**config.mk**
```make
export PLATFORM = sky130hd
export DESIGN_NAME = ima_adpcm_block_decoder
export DESIGN_NICKNAME = d
export VERILOG_FILES = /design/src/hw/rtl/iabd_pkg.sv /design/src/hw/rtl/iabd_nibble.sv /design/src/hw/rtl/ima_adpcm_block_decoder.sv
export SDC_FILE = /design/constraint.sdc
export NUM_CORES = 1
export LEC_CHECK = 0
export ABC_CLOCK_PERIOD_IN_PS = 14550
export BUFFER_PORTS_ARGS = -buffer_cell sky130_fd_sc_hd__buf_2
export CAP_MARGIN = 20
export CORE_AREA = 2 2 160 178
export DETAILED_ROUTE_END_ITERATION = 7
export DIE_AREA = 0 0 162 180
export PLACE_DENSITY = 0.78
export SETUP_SLACK_MARGIN = 0.5
export SLEW_MARGIN = 40
export SYNTH_ARGS = -nofsm -noshare
export SYNTH_HDL_FRONTEND = slang
export SYNTH_SLANG_ARGS = --single-unit
```
**constraint.sdc**
```tcl
create_clock -name i_clk -period 14.55 [get_ports i_clk]
set_input_delay 0.7275 -clock i_clk [delete_from_list [all_inputs] [get_ports i_clk]]
set_output_delay 0.7275 -clock i_clk [all_outputs]
set_load 0.01 [all_outputs]
```
**src/hw/rtl/iabd_pkg.sv**
```systemverilog
`timescale 1ns / 1ps
`default_nettype none

package iabd_pkg;

    localparam int unsigned MODE_W  = 1;
    localparam int unsigned BSIZE_W = 16;
    localparam int unsigned COUNT_W = 32;
    localparam int unsigned IDX_W   = 7;
    localparam int unsigned STEP_W  = 15;
    localparam int unsigned CFG_IDX_W  = 2;
    localparam int unsigned CFG_DATA_W = 32;

    localparam logic [IDX_W-1:0] IDX_MAX = 7'd88;
    localparam logic [MODE_W-1:0] MODE_ADPCM = 1'b0;
    localparam logic [BSIZE_W-1:0] BSIZE_RESET = 16'd256;

    typedef enum logic [CFG_IDX_W-1:0] {
        CFG_CODEC_MODE   = 2'd0,
        CFG_BLOCK_SIZE   = 2'd1,
        CFG_SAMPLE_COUNT = 2'd2
    } t_cfg_index;

    typedef struct packed {
        logic signed [15:0] pred;
        logic [IDX_W-1:0]   idx;
    } t_adpcm_state;

    function automatic logic [STEP_W-1:0] step_size(input logic [IDX_W-1:0] idx);
        logic [STEP_W-1:0] s;
        begin
            unique case (idx)
                7'd0:  s = 15'd7;     7'd1:  s = 15'd8;     7'd2:  s = 15'd9;
                7'd3:  s = 15'd10;    7'd4:  s = 15'd11;    7'd5:  s = 15'd12;
                7'd6:  s = 15'd13;    7'd7:  s = 15'd14;    7'd8:  s = 15'd16;
                7'd9:  s = 15'd17;    7'd10: s = 15'd19;    7'd11: s = 15'd21;
                7'd12: s = 15'd23;    7'd13: s = 15'd25;    7'd14: s = 15'd28;
                7'd15: s = 15'd31;    7'd16: s = 15'd34;    7'd17: s = 15'd37;
                7'd18: s = 15'd41;    7'd19: s = 15'd45;    7'd20: s = 15'd50;
                7'd21: s = 15'd55;    7'd22: s = 15'd60;    7'd23: s = 15'd66;
                7'd24: s = 15'd73;    7'd25: s = 15'd80;    7'd26: s = 15'd88;
                7'd27: s = 15'd97;    7'd28: s = 15'd107;   7'd29: s = 15'd118;
                7'd30: s = 15'd130;   7'd31: s = 15'd143;   7'd32: s = 15'd157;
                7'd33: s = 15'd173;   7'd34: s = 15'd190;   7'd35: s = 15'd209;
                7'd36: s = 15'd230;   7'd37: s = 15'd253;   7'd38: s = 15'd279;
                7'd39: s = 15'd307;   7'd40: s = 15'd337;   7'd41: s = 15'd371;
                7'd42: s = 15'd408;   7'd43: s = 15'd449;   7'd44: s = 15'd494;
                7'd45: s = 15'd544;   7'd46: s = 15'd598;   7'd47: s = 15'd658;
                7'd48: s = 15'd724;   7'd49: s = 15'd796;   7'd50: s = 15'd876;
                7'd51: s = 15'd963;   7'd52: s = 15'd1060;  7'd53: s = 15'd1166;
                7'd54: s = 15'd1282;  7'd55: s = 15'd1411;  7'd56: s = 15'd1552;
                7'd57: s = 15'd1707;  7'd58: s = 15'd1878;  7'd59: s = 15'd2066;
                7'd60: s = 15'd2272;  7'd61: s = 15'd2499;  7'd62: s = 15'd2749;
                7'd63: s = 15'd3024;  7'd64: s = 15'd3327;  7'd65: s = 15'd3660;
                7'd66: s = 15'd4026;  7'd67: s = 15'd4428;  7'd68: s = 15'd4871;
                7'd69: s = 15'd5358;  7'd70: s = 15'd5894;  7'd71: s = 15'd6484;
                7'd72: s = 15'd7132;  7'd73: s = 15'd7845;  7'd74: s = 15'd8630;
                7'd75: s = 15'd9493;  7'd76: s = 15'd10442; 7'd77: s = 15'd11487;
                7'd78: s = 15'd12635; 7'd79: s = 15'd13899; 7'd80: s = 15'd15289;
                7'd81: s = 15'd16818; 7'd82: s = 15'd18500; 7'd83: s = 15'd20350;
                7'd84: s = 15'd22385; 7'd85: s = 15'd24623; 7'd86: s = 15'd27086;
                7'd87: s = 15'd29794;
                default: s = 15'd32767;
            endcase
            return s;
        end
    endfunction

    function automatic logic signed [4:0] index_adjust(input logic [2:0] code);
        logic signed [4:0] a;
        begin
            unique case (code)
                3'd4:    a = 5'sd2;
                3'd5:    a = 5'sd4;
                3'd6:    a = 5'sd6;
                3'd7:    a = 5'sd8;
                default: a = -5'sd1;
            endcase
            return a;
        end
    endfunction

endpackage

`default_nettype wire

```
**src/hw/rtl/iabd_nibble.sv**
```systemverilog
`timescale 1ns / 1ps
`default_nettype none

module iabd_nibble (
    input  iabd_pkg::t_adpcm_state i_state,
    input  logic [3:0]             i_nib,
    output iabd_pkg::t_adpcm_state o_state
);
    import iabd_pkg::*;

    logic [IDX_W-1:0]  idx_cl;
    logic [STEP_W-1:0] step;
    logic [16:0]       delta;
    logic signed [18:0] sum;
    logic signed [18:0] dsig;
    logic signed [8:0] ni;

    always_comb begin
        idx_cl = (i_state.idx > IDX_MAX) ? IDX_MAX : i_state.idx;
        step   = step_size(idx_cl);
        delta  = {5'd0, step[STEP_W-1:3]};
        if (i_nib[2]) delta = delta + {2'd0, step};
        if (i_nib[1]) delta = delta + {3'd0, step[STEP_W-1:1]};
        if (i_nib[0]) delta = delta + {4'd0, step[STEP_W-1:2]};
        dsig = i_nib[3] ? -$signed({2'b00, delta}) : $signed({2'b00, delta});
        sum  = {{3{i_state.pred[15]}}, i_state.pred} + dsig;

        if (sum < -19'sd32768) begin
            o_state.pred = -16'sd32768;
        end else if (sum > 19'sd32767) begin
            o_state.pred = 16'sd32767;
        end else begin
            o_state.pred = sum[15:0];
        end

        ni = $signed({2'b00, idx_cl}) + 9'(index_adjust(i_nib[2:0]));
        if (ni < 9'sd0) begin
            o_state.idx = '0;
        end else if (ni > $signed({2'b00, IDX_MAX})) begin
            o_state.idx = IDX_MAX;
        end else begin
            o_state.idx = ni[IDX_W-1:0];
        end
    end

endmodule

`default_nettype wire

```
**src/hw/rtl/ima_adpcm_block_decoder.sv**
```systemverilog
`timescale 1ns / 1ps
`default_nettype none

// Channel   Direction  Handshake                Word
// input     in         i_valid / o_stall        i_data_byte, i_start_of_file
// output    out        o_valid / i_stall        o_sample, o_last_of_byte, o_end_of_track
// config    in         i_cfg_valid / o_cfg_ready i_cfg_index, i_cfg_data
//
// A byte is held in a work register and decoded one nibble per cycle, unless the
// output stalls, by a single nibble unit: an ADPCM data byte yields its low nibble
// then its high one, or just the low one if that ends the track; others are taken whole.
// Results pass through one output register; the work stage waits only when it
// has a result and that register is full and stalled.
// Synchronous active-low reset; config registers return to mode 0, block 256, count 1.

module ima_adpcm_block_decoder (
    input  logic                                i_clk,
    input  logic                                i_rst_n,
    input  logic                                i_valid,
    output logic                                o_stall,
    input  logic [7:0]                          i_data_byte,
    input  logic                                i_start_of_file,
    output logic                                o_valid,
    input  logic                                i_stall,
    output logic signed [15:0]                  o_sample,
    output logic                                o_last_of_byte,
    output logic                                o_end_of_track,
    input  logic                                i_cfg_valid,
    output logic                                o_cfg_ready,
    input  logic [iabd_pkg::CFG_IDX_W-1:0]      i_cfg_index,
    input  logic [iabd_pkg::CFG_DATA_W-1:0]     i_cfg_data
);
    import iabd_pkg::*;

    logic [MODE_W-1:0]  r_codec_mode;
    logic [BSIZE_W-1:0] r_block_size;
    logic [COUNT_W-1:0] r_sample_count;

    t_adpcm_state       r_st, n_st, nib_st;
    logic [BSIZE_W-1:0] r_pos, n_pos;
    logic [7:0]         r_hdr, n_hdr;
    logic [COUNT_W-1:0] r_cnt, n_cnt;

    logic               r_w_valid;
    logic [7:0]         r_w_byte;
    logic               r_w_sof;
    logic               r_phase, n_phase;

    logic               r_out_valid;
    logic signed [15:0] r_out_sample;
    logic               r_out_last;
    logic               r_out_eot;

    logic               emit;
    logic signed [15:0] res_sample;
    logic               res_last;
    logic               res_eot;
    logic               out_free;
    logic               go;
    logic               fin;
    logic [BSIZE_W-1:0] pos_eff;
    logic [COUNT_W-1:0] cnt_eff;
    logic [COUNT_W-1:0] cnt_inc;
    logic [BSIZE_W:0]   pos_inc;
    logic [3:0]         nib;

    assign nib = r_phase ? r_w_byte[7:4] : r_w_byte[3:0];

    iabd_nibble u_nibble (
        .i_state (r_st),
        .i_nib   (nib),
        .o_state (nib_st)
    );

    always_comb begin
        n_st       = r_st;
        n_pos      = r_pos;
        n_hdr      = r_hdr;
        n_cnt      = r_cnt;
        n_phase    = 1'b0;
        emit       = 1'b0;
        res_sample = r_st.pred;
        res_last   = 1'b1;
        res_eot    = 1'b0;
        pos_eff    = r_w_sof ? '0 : r_pos;
        cnt_eff    = r_w_sof ? '0 : r_cnt;
        cnt_inc    = (r_phase ? r_cnt : cnt_eff) + COUNT_W'(1);
        pos_inc    = {1'b0, pos_eff} + (BSIZE_W+1)'(1);

        if (r_phase) begin
            n_st       = nib_st;
            n_cnt      = cnt_inc;
            emit       = 1'b1;
            res_sample = nib_st.pred;
            res_eot    = (cnt_inc == r_sample_count);
        end else begin
            n_pos = pos_eff;
            n_cnt = cnt_eff;
            if (cnt_eff >= r_sample_count) begin
                n_cnt = cnt_eff;
            end else if (r_codec_mode != MODE_ADPCM) begin
                emit       = 1'b1;
                res_sample = {~r_w_byte[7], r_w_byte[6:0], 8'h00};
                res_eot    = (cnt_inc == r_sample_count);
                n_cnt      = cnt_inc;
            end else begin
                priority if (pos_eff == BSIZE_W'(0)) begin
                    n_hdr = r_w_byte;
                end else if (pos_eff == BSIZE_W'(1)) begin
                    n_st.pred  = {r_w_byte, r_hdr};
                    n_cnt      = cnt_inc;
                    emit       = 1'b1;
                    res_sample = {r_w_byte, r_hdr};
                    res_eot    = (cnt_inc == r_sample_count);
                end else if (pos_eff == BSIZE_W'(2)) begin
                    n_st.idx = (r_w_byte > {1'b0, IDX_MAX}) ? IDX_MAX : r_w_byte[IDX_W-1:0];
                end else if (pos_eff >= BSIZE_W'(4)) begin
                    n_st       = nib_st;
                    n_cnt      = cnt_inc;
                    emit       = 1'b1;
                    res_sample = nib_st.pred;
                    if (cnt_inc >= r_sample_count) begin
                        res_eot = (cnt_inc == r_sample_count);
                    end else begin
                        res_last = 1'b0;
                        n_phase  = 1'b1;
                    end
                end else begin
                    n_hdr = r_hdr;
                end
                n_pos = (pos_inc >= {1'b0, r_block_size}) ? '0 : pos_inc[BSIZE_W-1:0];
            end
        end
    end

    assign out_free    = !r_out_valid || !i_stall;
    assign go          = r_w_valid && (!emit || out_free);
    assign fin         = go && !n_phase;
    assign o_stall     = r_w_valid && !fin;
    assign o_cfg_ready = 1'b1;

    assign o_valid        = r_out_valid;
    assign o_sample       = r_out_sample;
    assign o_last_of_byte = r_out_last;
    assign o_end_of_track = r_out_eot;

    always_ff @(posedge i_clk) begin
        if (!i_rst_n) begin
            r_codec_mode   <= MODE_ADPCM;
            r_block_size   <= BSIZE_RESET;
            r_sample_count <= COUNT_W'(1);
        end else if (i_cfg_valid && o_cfg_ready) begin
            unique case (i_cfg_index)
                CFG_CODEC_MODE:   r_codec_mode   <= i_cfg_data[MODE_W-1:0];
                CFG_BLOCK_SIZE:   r_block_size   <= i_cfg_data[BSIZE_W-1:0];
                CFG_SAMPLE_COUNT: r_sample_count <= i_cfg_data[COUNT_W-1:0];
                default: ;
            endcase
        end
    end

    always_ff @(posedge i_clk) begin
        if (!i_rst_n) begin
            r_st      <= '0;
            r_pos     <= '0;
            r_hdr     <= '0;
            r_cnt     <= '0;
            r_phase   <= 1'b0;
            r_w_valid <= 1'b0;
        end else begin
            if (go) begin
                r_st    <= n_st;
                r_pos   <= n_pos;
                r_hdr   <= n_hdr;
                r_cnt   <= n_cnt;
                r_phase <= n_phase;
            end
            if (i_valid && !o_stall) begin
                r_w_valid <= 1'b1;
            end else if (fin) begin
                r_w_valid <= 1'b0;
            end
        end
    end

    always_ff @(posedge i_clk) begin
        if (i_valid && !o_stall) begin
            r_w_byte <= i_data_byte;
            r_w_sof  <= i_start_of_file;
        end
    end

    always_ff @(posedge i_clk) begin
        if (!i_rst_n) begin
            r_out_valid <= 1'b0;
        end else if (out_free) begin
            r_out_valid <= go && emit;
        end
    end

    always_ff @(posedge i_clk) begin
        if (out_free && go && emit) begin
            r_out_sample <= res_sample;
            r_out_last   <= res_last;
            r_out_eot    <= res_eot;
        end
    end

`ifndef SYNTHESIS
    a_phase_has_work: assert property (@(posedge i_clk) disable iff (!i_rst_n)
        r_phase |-> (r_w_valid && r_codec_mode == MODE_ADPCM))
        else $error("high nibble pending without an ADPCM byte in work");

    a_eot_is_last: assert property (@(posedge i_clk) disable iff (!i_rst_n)
        (o_valid && o_end_of_track) |-> o_last_of_byte)
        else $error("end of track on a sample that is not last of its byte");

    a_low_then_high: assert property (@(posedge i_clk) disable iff (!i_rst_n)
        (go && n_phase) |=> (r_phase && $stable(r_w_byte)))
        else $error("low nibble not followed by high nibble of the same byte");

    a_idx_range: assert property (@(posedge i_clk) disable iff (!i_rst_n)
        go |=> (r_st.idx <= IDX_MAX))
        else $error("step index out of range");
`endif

endmodule

`default_nettype wire
```
==> impl_metrics.yaml, run 1 <==
status:
  outcome: "complete, no violations"
clock_tree:
  post_cts_buffers: 0
  cts_max_level: 4
  clk_latency_ns: 0.44
  path_clk_slew_ns: 0.07
  cts-resized-gates: 0
  cts_sinks: 158
  cts_tree: "done"
  cts-root-buf: "clkbuf_16"
  cts_buffer_depth: 2
  holdBufCountCts: 0
  cts_buffers: 17
finish:
  final_cell_mix: "238 x nand2_1, 199 x nor2_1, 172 x a21oi_1"
  area_growth_pct: 6.87
  drive_gt1_share_pct: 8.82
  fill_cells: 2534
  finalNetCount: 2378
  ff_latch_area_sq_um: 3430
  final_common_cell: "nand2_1"
  multi_input_area_sq_um: 11900
  n_antenna_cell: 0
logic_synthesis:
  synth_seq_area_share_pct: 21.2
  syn_nets: 2399
  async_flop_share_pct: 0
  synth_cells: 2185
  synth_edf_count: 27
  ys.flop_type: "dfxtp_1"
  syn_avg_cell_area_sq_um: 7.41
  ys_ff_latch: 158
  synth_area_sq_um: 16200
  yosys_warnings: 0
  synthDistinctLibCells: 94
timing:
  drv_slew: 0
  tightest_slew_ns: 0.874
  setup_viol: 0
  setup_tns_ns: 0
  rsz0062_at_grt: "false"
  fin_crit_ns: 12.59
  finalCritPeriodShare_pct: 86.5
  skew_ns: 0.0216
  relSlewSlack_pct: 40.9
  worst_hold_slack_ns: 0.457
  final-hold-violation-count: 0
  fmax_mhz: 79.4
floorplanning:
  die_area_sq_um: 29200
  die_width_microns: 162
  core.rowCount: 64
  die_h_microns: 180
  num_io_pins: 69
  core_area_sq_um: 27400
  start_util_pct: 59.1
worst_setup_path:
  startpoint: "r_st[3]"
  cp-end-kind: "register"
  crit_type: "reg2reg"
  reg2reg_depth: 48
  slowest_stage: "or4_1"
  cp.arrival_ns: 12.79
  cp.required_ns: 14.74
  r2r_slack_ns: 1.96
  slowest_delay_ns: 0.53
  regToRegEndpoint: "o_sample[11]"
  crit_fanout: 49
  startpoint_type: "register"
  endpoint: "o_sample[11]"
  worstReg2RegStart: "r_st[3]"
global_routing:
  overflow: 0
  grt_pass1_vias: 16000
  grt_pass1_wl_microns: 82200
  grt_max_degree: 80
  grt_use_total_pct: 34.5
  antenna_found_initial: 0
power:
  power.density_nw_per_um2: 63.9
  leakagePower_nw: 6.99
  peakVddDrop_mv: 0.0873
placement:
  gp_congestion: 0.965
  numPortBuffers: 67
  dp.final_hpwl_microns: 38300
route:
  route.vias.total: 16800
  drt_iter0_markers: 1637
  route.detailed.drc: 0
  route.met2.wl_microns: 24800
  wl_per_cell_microns: 20.2
  maxUsedRoutingLayer: "met4"
  met1Wirelength_microns: 20600
  met3_length_microns: 3760
  wl_microns: 51400
  dr.pass1.iters: 7
  vias_per_cell: 6.62
  antenna_left: 0
run:
  drv_cap: 0
hold_path:
  hold_path_class: "reg2reg"
==> cells by family (layout without fill, tap and decap cells) <==
family / after synthesis / count (layout) / synth area share, %
AND/OR/NAND/NOR: 771 / 771 / 22.8
AO/OA/AOI/OAI: 728 / 728 / 30.1
buffers and inverters: 241 / 233 / 5.75
adder cells (fa/ha/maj): 166 / 166 / 13.1
flip-flops: 158 / 158 / 21.2
XOR/XNOR: 82 / 82 / 4.44
multiplexers: 38 / 38 / 2.61
other: 1 / 1 / 0.0232
==> final cells by class <==
class	count	share of cell area, %
clock buffer	17	2.46
tap	363	2.62
sequential	158	19.8
timing repair buffer	87	2.83
clock inverter	15	0.926
multi-input combinational	1786	68.8
inverter	114	2.48
==> cell usage after synthesis (all sizes together), types with 10 or more instances <==
cell type / n / share of area, %
a211o: 18 / 0.97
a211oi: 32 / 1.6
a21o: 50 / 2.3
a21oi: 175 / 5.4
a22oi: 56 / 2.6
a31oi: 36 / 1.4
and2: 14 / 0.54
and3: 23 / 0.89
buf: 23 / 0.70
clkbuf: 104 / 2.4
dfxtp: 131 / 16
edfxtp: 27 / 5.0
ha: 161 / 12
inv: 112 / 2.6
mux2: 14 / 0.97
mux2i: 22 / 1.4
nand2: 238 / 5.5
nand2b: 23 / 0.89
nand3: 56 / 1.7
nand4: 32 / 1.3
nor2: 202 / 4.7
nor2b: 53 / 2.0
nor3: 47 / 1.5
nor4: 13 / 0.59
o211ai: 22 / 1.0
o21a: 42 / 1.9
o21ai: 143 / 4.4
o22ai: 19 / 0.73
o311ai: 12 / 0.65
o31ai: 17 / 0.79
or2: 10 / 0.39
or3: 20 / 0.77
xnor2: 45 / 2.4
xor2: 37 / 2.0
==> how the worst min path moves through the flow <==
stage	endpoint	depth (start not counted)	start	slack, ns
finish	r_block_size[1]	2	r_block_size[1]	0.46
global route	r_w_sof	1	i_start_of_file	0.46
CTS	r_block_size[1]	2	r_block_size[1]	0.46
detailed placement	r_sample_count[23]	2	r_sample_count[23]	0.45
global placement	r_sample_count[23]	2	r_sample_count[23]	0.44
floorplan	r_block_size[10]	2	r_block_size[10]	0.44
==> metrics by stage <==
step	power (mW)	setup WS [ns]	util (%)	std cells	cell area, sq um
floorplan	0.609	3.63	-	2185	16200
global placement	0.660	2.31	60.8	2508	16700
detailed placement	0.664	2.24	60.9	2508	16700
CTS	1.10	2.22	63.1	2540	17300
global route	1.15	0.949	63.2	2540	17300
finish	1.11	1.96	63.2	2540	17300
==> critical path, delay by kind of cell, from the launching register on <==
kind / cells / cell delay [ns]
AO/OA/AOI/OAI: 22 / 4.90
AND/OR/NAND/NOR: 14 / 3.31
adder cells (fa/ha/maj): 6 / 2.19
buffers and inverters: 4 / 1.18
XOR/XNOR: 2 / 0.40
flip-flops: 1 / 0.31
==> where the power goes <==
group          internal, mW  leakage (nW)  switching (mW)  total [mW]
Sequential            0.453          1.31         0.00975       0.462
Clock                 0.230         0.289           0.216       0.447
Combinational        0.0721          5.40           0.125       0.197
==> layer usage <==
layer	vias up	track usage, %
li1	7986	-
met4	0	15.8
met5	-	0
met3	152	4.96
met2	770	59.8
met1	7911	42.1
==> state kept, by name, indices dropped and copies added, names as in the netlist, 8 cells and up <==
register / count
o_sample: 16
r_block_size: 16
r_cnt: 32
r_hdr: 8
r_pos: 16
r_sample_count: 32
r_st: 23
r_w_byte: 8
Note: power is estimated with default switching activity, not from simulation.
==> run 2: changes to the inputs <==
--- a/config.mk
+++ b/config.mk
@@ -5,12 +5,14 @@
 export SDC_FILE = /design/constraint.sdc
 export NUM_CORES = 1
 export LEC_CHECK = 0
+export ABC_AREA = 1
 export ABC_CLOCK_PERIOD_IN_PS = 14550
 export BUFFER_PORTS_ARGS = -buffer_cell sky130_fd_sc_hd__buf_2
 export CAP_MARGIN = 20
-export CORE_AREA = 2 2 160 178
+export CORE_AREA = 2 2 163 181
 export DETAILED_ROUTE_END_ITERATION = 7
-export DIE_AREA = 0 0 162 180
+export DIE_AREA = 0 0 165 183
+export HOLD_SLACK_MARGIN = 0.08
 export PLACE_DENSITY = 0.78
 export SETUP_SLACK_MARGIN = 0.5
 export SLEW_MARGIN = 40
==> run 2 against run 1 <==
Non-clock buffer count decreased by 1. First-iteration DRC count rose by 1.5%. Clock skew down 0.0026 ns. Maximum frequency grew 15%. Critical path depth rose by 20. Sequential power grew 21%. Sequential cell count did not move. Wire length grew 1.6%. Via count increased by 7.6%. Largest cell class unchanged.
==> impl_metrics.yaml, run 2 <==
timing:
  setup_viol: 0
  skew_ns: 0.0190
  worst_hold_slack_ns: 0.456
  fin_crit_ns: 10.96
  relSlewSlack_pct: 42.8
  setup_tns_ns: 0
  drv_slew: 0
  rsz0062_at_grt: "false"
  fmax_mhz: 91.3
  tightest_slew_ns: 0.857
  finalCritPeriodShare_pct: 75.3
  final-hold-violation-count: 0
floorplanning:
  die_area_sq_um: 30200
  core_area_sq_um: 28400
  start_util_pct: 58.9
  num_io_pins: 69
  die_h_microns: 183
  core.rowCount: 65
  die_width_microns: 165
finish:
  fin_util_pct: 62.5
  finalNetCount: 2877
  n_antenna_cell: 0
  final_cell_mix: "506 x nand2_1, 396 x inv_1, 272 x a21oi_1"
  final_common_cell: "nand2_1"
  area_growth_pct: 6.10
  reg_top3: "r_cnt x32, r_sample_count x32, r_st x23"
  finalInstanceArea_sq_um: 17700
  multi_input_area_sq_um: 11200
  fill_cells: 2685
  ff_latch_area_sq_um: 3430
  drive_gt1_share_pct: 7.96
  fin_cells: 3044
worst_setup_path:
  startpoint: "r_st[6]"
  slowest_delay_ns: 0.42
  r2r_slack_ns: 3.59
  cpMostUsedCell: "nand2_1"
  crit_type: "reg2reg"
  critPathBufInv: 11
  crit_fanout: 25
  worstReg2RegStart: "r_st[6]"
  cp.arrival_ns: 11.24
  cpLargestDelayFamily: "simple AND/OR/NAND/NOR gates"
  startpoint_type: "register"
  cp-end-kind: "register"
  cp.required_ns: 14.84
  slowest_stage: "fa_1"
logic_synthesis:
  async_flop_share_pct: 0
  syn_avg_cell_area_sq_um: 6.29
  syn_nets: 2875
  synth.most_common_cell: "nand2_1"
  ys_top_cells_by_area: "dfxtp_1 16%, ha_1 12%, nand2_1 11%, inv_1 8.9%, a21oi_1 8.1%"
  yosys_warnings: 0
  ys_ff_latch: 158
  synth_edf_count: 27
  yosys.area.top_type: "dfxtp_1"
  synth_cells: 2661
  synthDistinctLibCells: 58
  synth_seq_area_share_pct: 20.5
  synth_top_area_share_pct: 15.7
  ys.flop_type: "dfxtp_1"
  synth_area_sq_um: 16700
  synth_common_cells: "508 x nand2_1, 396 x inv_1, 272 x a21oi_1, 261 x o21ai_0, 227 x nor2_1"
route:
  route.vias.total: 18100
  route.detailed.drc: 0
  vias_per_cell: 5.95
  dr.pass1.iters: 6
  antenna_left: 0
  drt_iter0_markers: 1662
  wl_per_cell_microns: 17.1
  wl_microns: 52200
global_routing:
  antenna_found_initial: 1
  grt_max_degree: 65
  overflow: 0
  grt_use_total_pct: 34.5
  grt_pass1_vias: 17100
  grt_pass1_wl_microns: 84100
power:
  power.density_nw_per_um2: 180
  peakVddDrop_mv: 0.230
  leakagePower_nw: 8.52
hold_path:
  min_from: "r_pos[11]"
  hold_path_class: "reg2reg"
clock_tree:
  cts_sinks: 158
  cts_buffer_depth: 2
  holdBufCountCts: 0
  cts-resized-gates: 0
  clk_latency_ns: 0.44
  cts_max_level: 4
  post_cts_buffers: 0
  cts-root-buf: "clkbuf_16"
  cts_buffers: 17
  path_clk_slew_ns: 0.07
  cts_tree: "done"
placement:
  dp.final_hpwl_microns: 38800
  numPortBuffers: 67
  gp_congestion: 1.06
  placed_cell_area_sq_um: 17200
  place_inst: 3012
run:
  drv_cap: 0
status:
  outcome: "complete, no violations"
-- run 2: changes by cell type after synthesis, moves of 32 or more --
| cell | change |
|---|---|
| a22oi_1 | -55 |
| o21a_1 | -33 |
| a21oi_1 | +97 |
| nor2b_1 | -53 |
| inv_1 | +288 |
| nand3_1 | +98 |
| o21ai_0 | +120 |
| a21o_1 | -44 |
| nand2_1 | +270 |
| clkbuf_1 | -32 |
-- run 2: logic make-up after synthesis --
group | count (synthesis) | synth area share [%]
AOI/OAI and AO/OA | 678 | 22.2
xor gates and xnor gates | 90 | 4.76
adders and majority gates | 166 | 12.6
buffers and inverters | 522 | 12.4
DFF | 158 | 20.5
muxes | 1 | 0.0598
other | 1 | 0.0224
and+or+nand+nor | 1045 | 27.4
-- run 2: layout make-up --
class                   count  area share, %
flip-flops and latches    158           19.4
inverters                 419           8.86
clock buffers              19           2.44
well taps                 368           2.59
clock inverters            13          0.776
repair buffers             86           2.69
multi-input cells        1981           63.3
-- run 2: per-stage QoR --
stage / total power [mW] / setup slack [ns]
finish: 3.20 / 3.59
detailed placement: 2.70 / 3.76
CTS: 3.15 / 3.73
floorplan: 2.19 / 5.82
global placement: 2.65 / 4.04
global route: 3.49 / 2.60
-- run 2: tightest hold or removal path: stages (launching register included) --
cell and delay [ns]:
dfxtp_1 0.30, inv_1 0.06, a21oi_1 0.05
-- run 2: power breakdown --
group | internal [mW] | leakage [nW] | switching [mW]
clock | 0.254 | 0.276 | 0.197
sequential | 0.512 | 1.33 | 0.0490
combinational | 0.723 | 6.91 | 1.47
-- run 2: path summary, 6_finish.rpt --
check | end | depth (start not counted)
worst min-delay path | r_pos[11] | 2
worst min register to register | r_pos[11] | 2
worst max-delay path | o_sample[1] | 68
worst max register to register | o_sample[1] | 68
-- run 2: per-layer routing --
layer  vias up  GRT usage [%]  share of wire [%]
met5         -              0              0.025
met4         2           17.0                5.2
met3       210           5.09                8.3
met2       891           58.7                 47
met1      8180           42.2                 39
li1       8814              -                  -
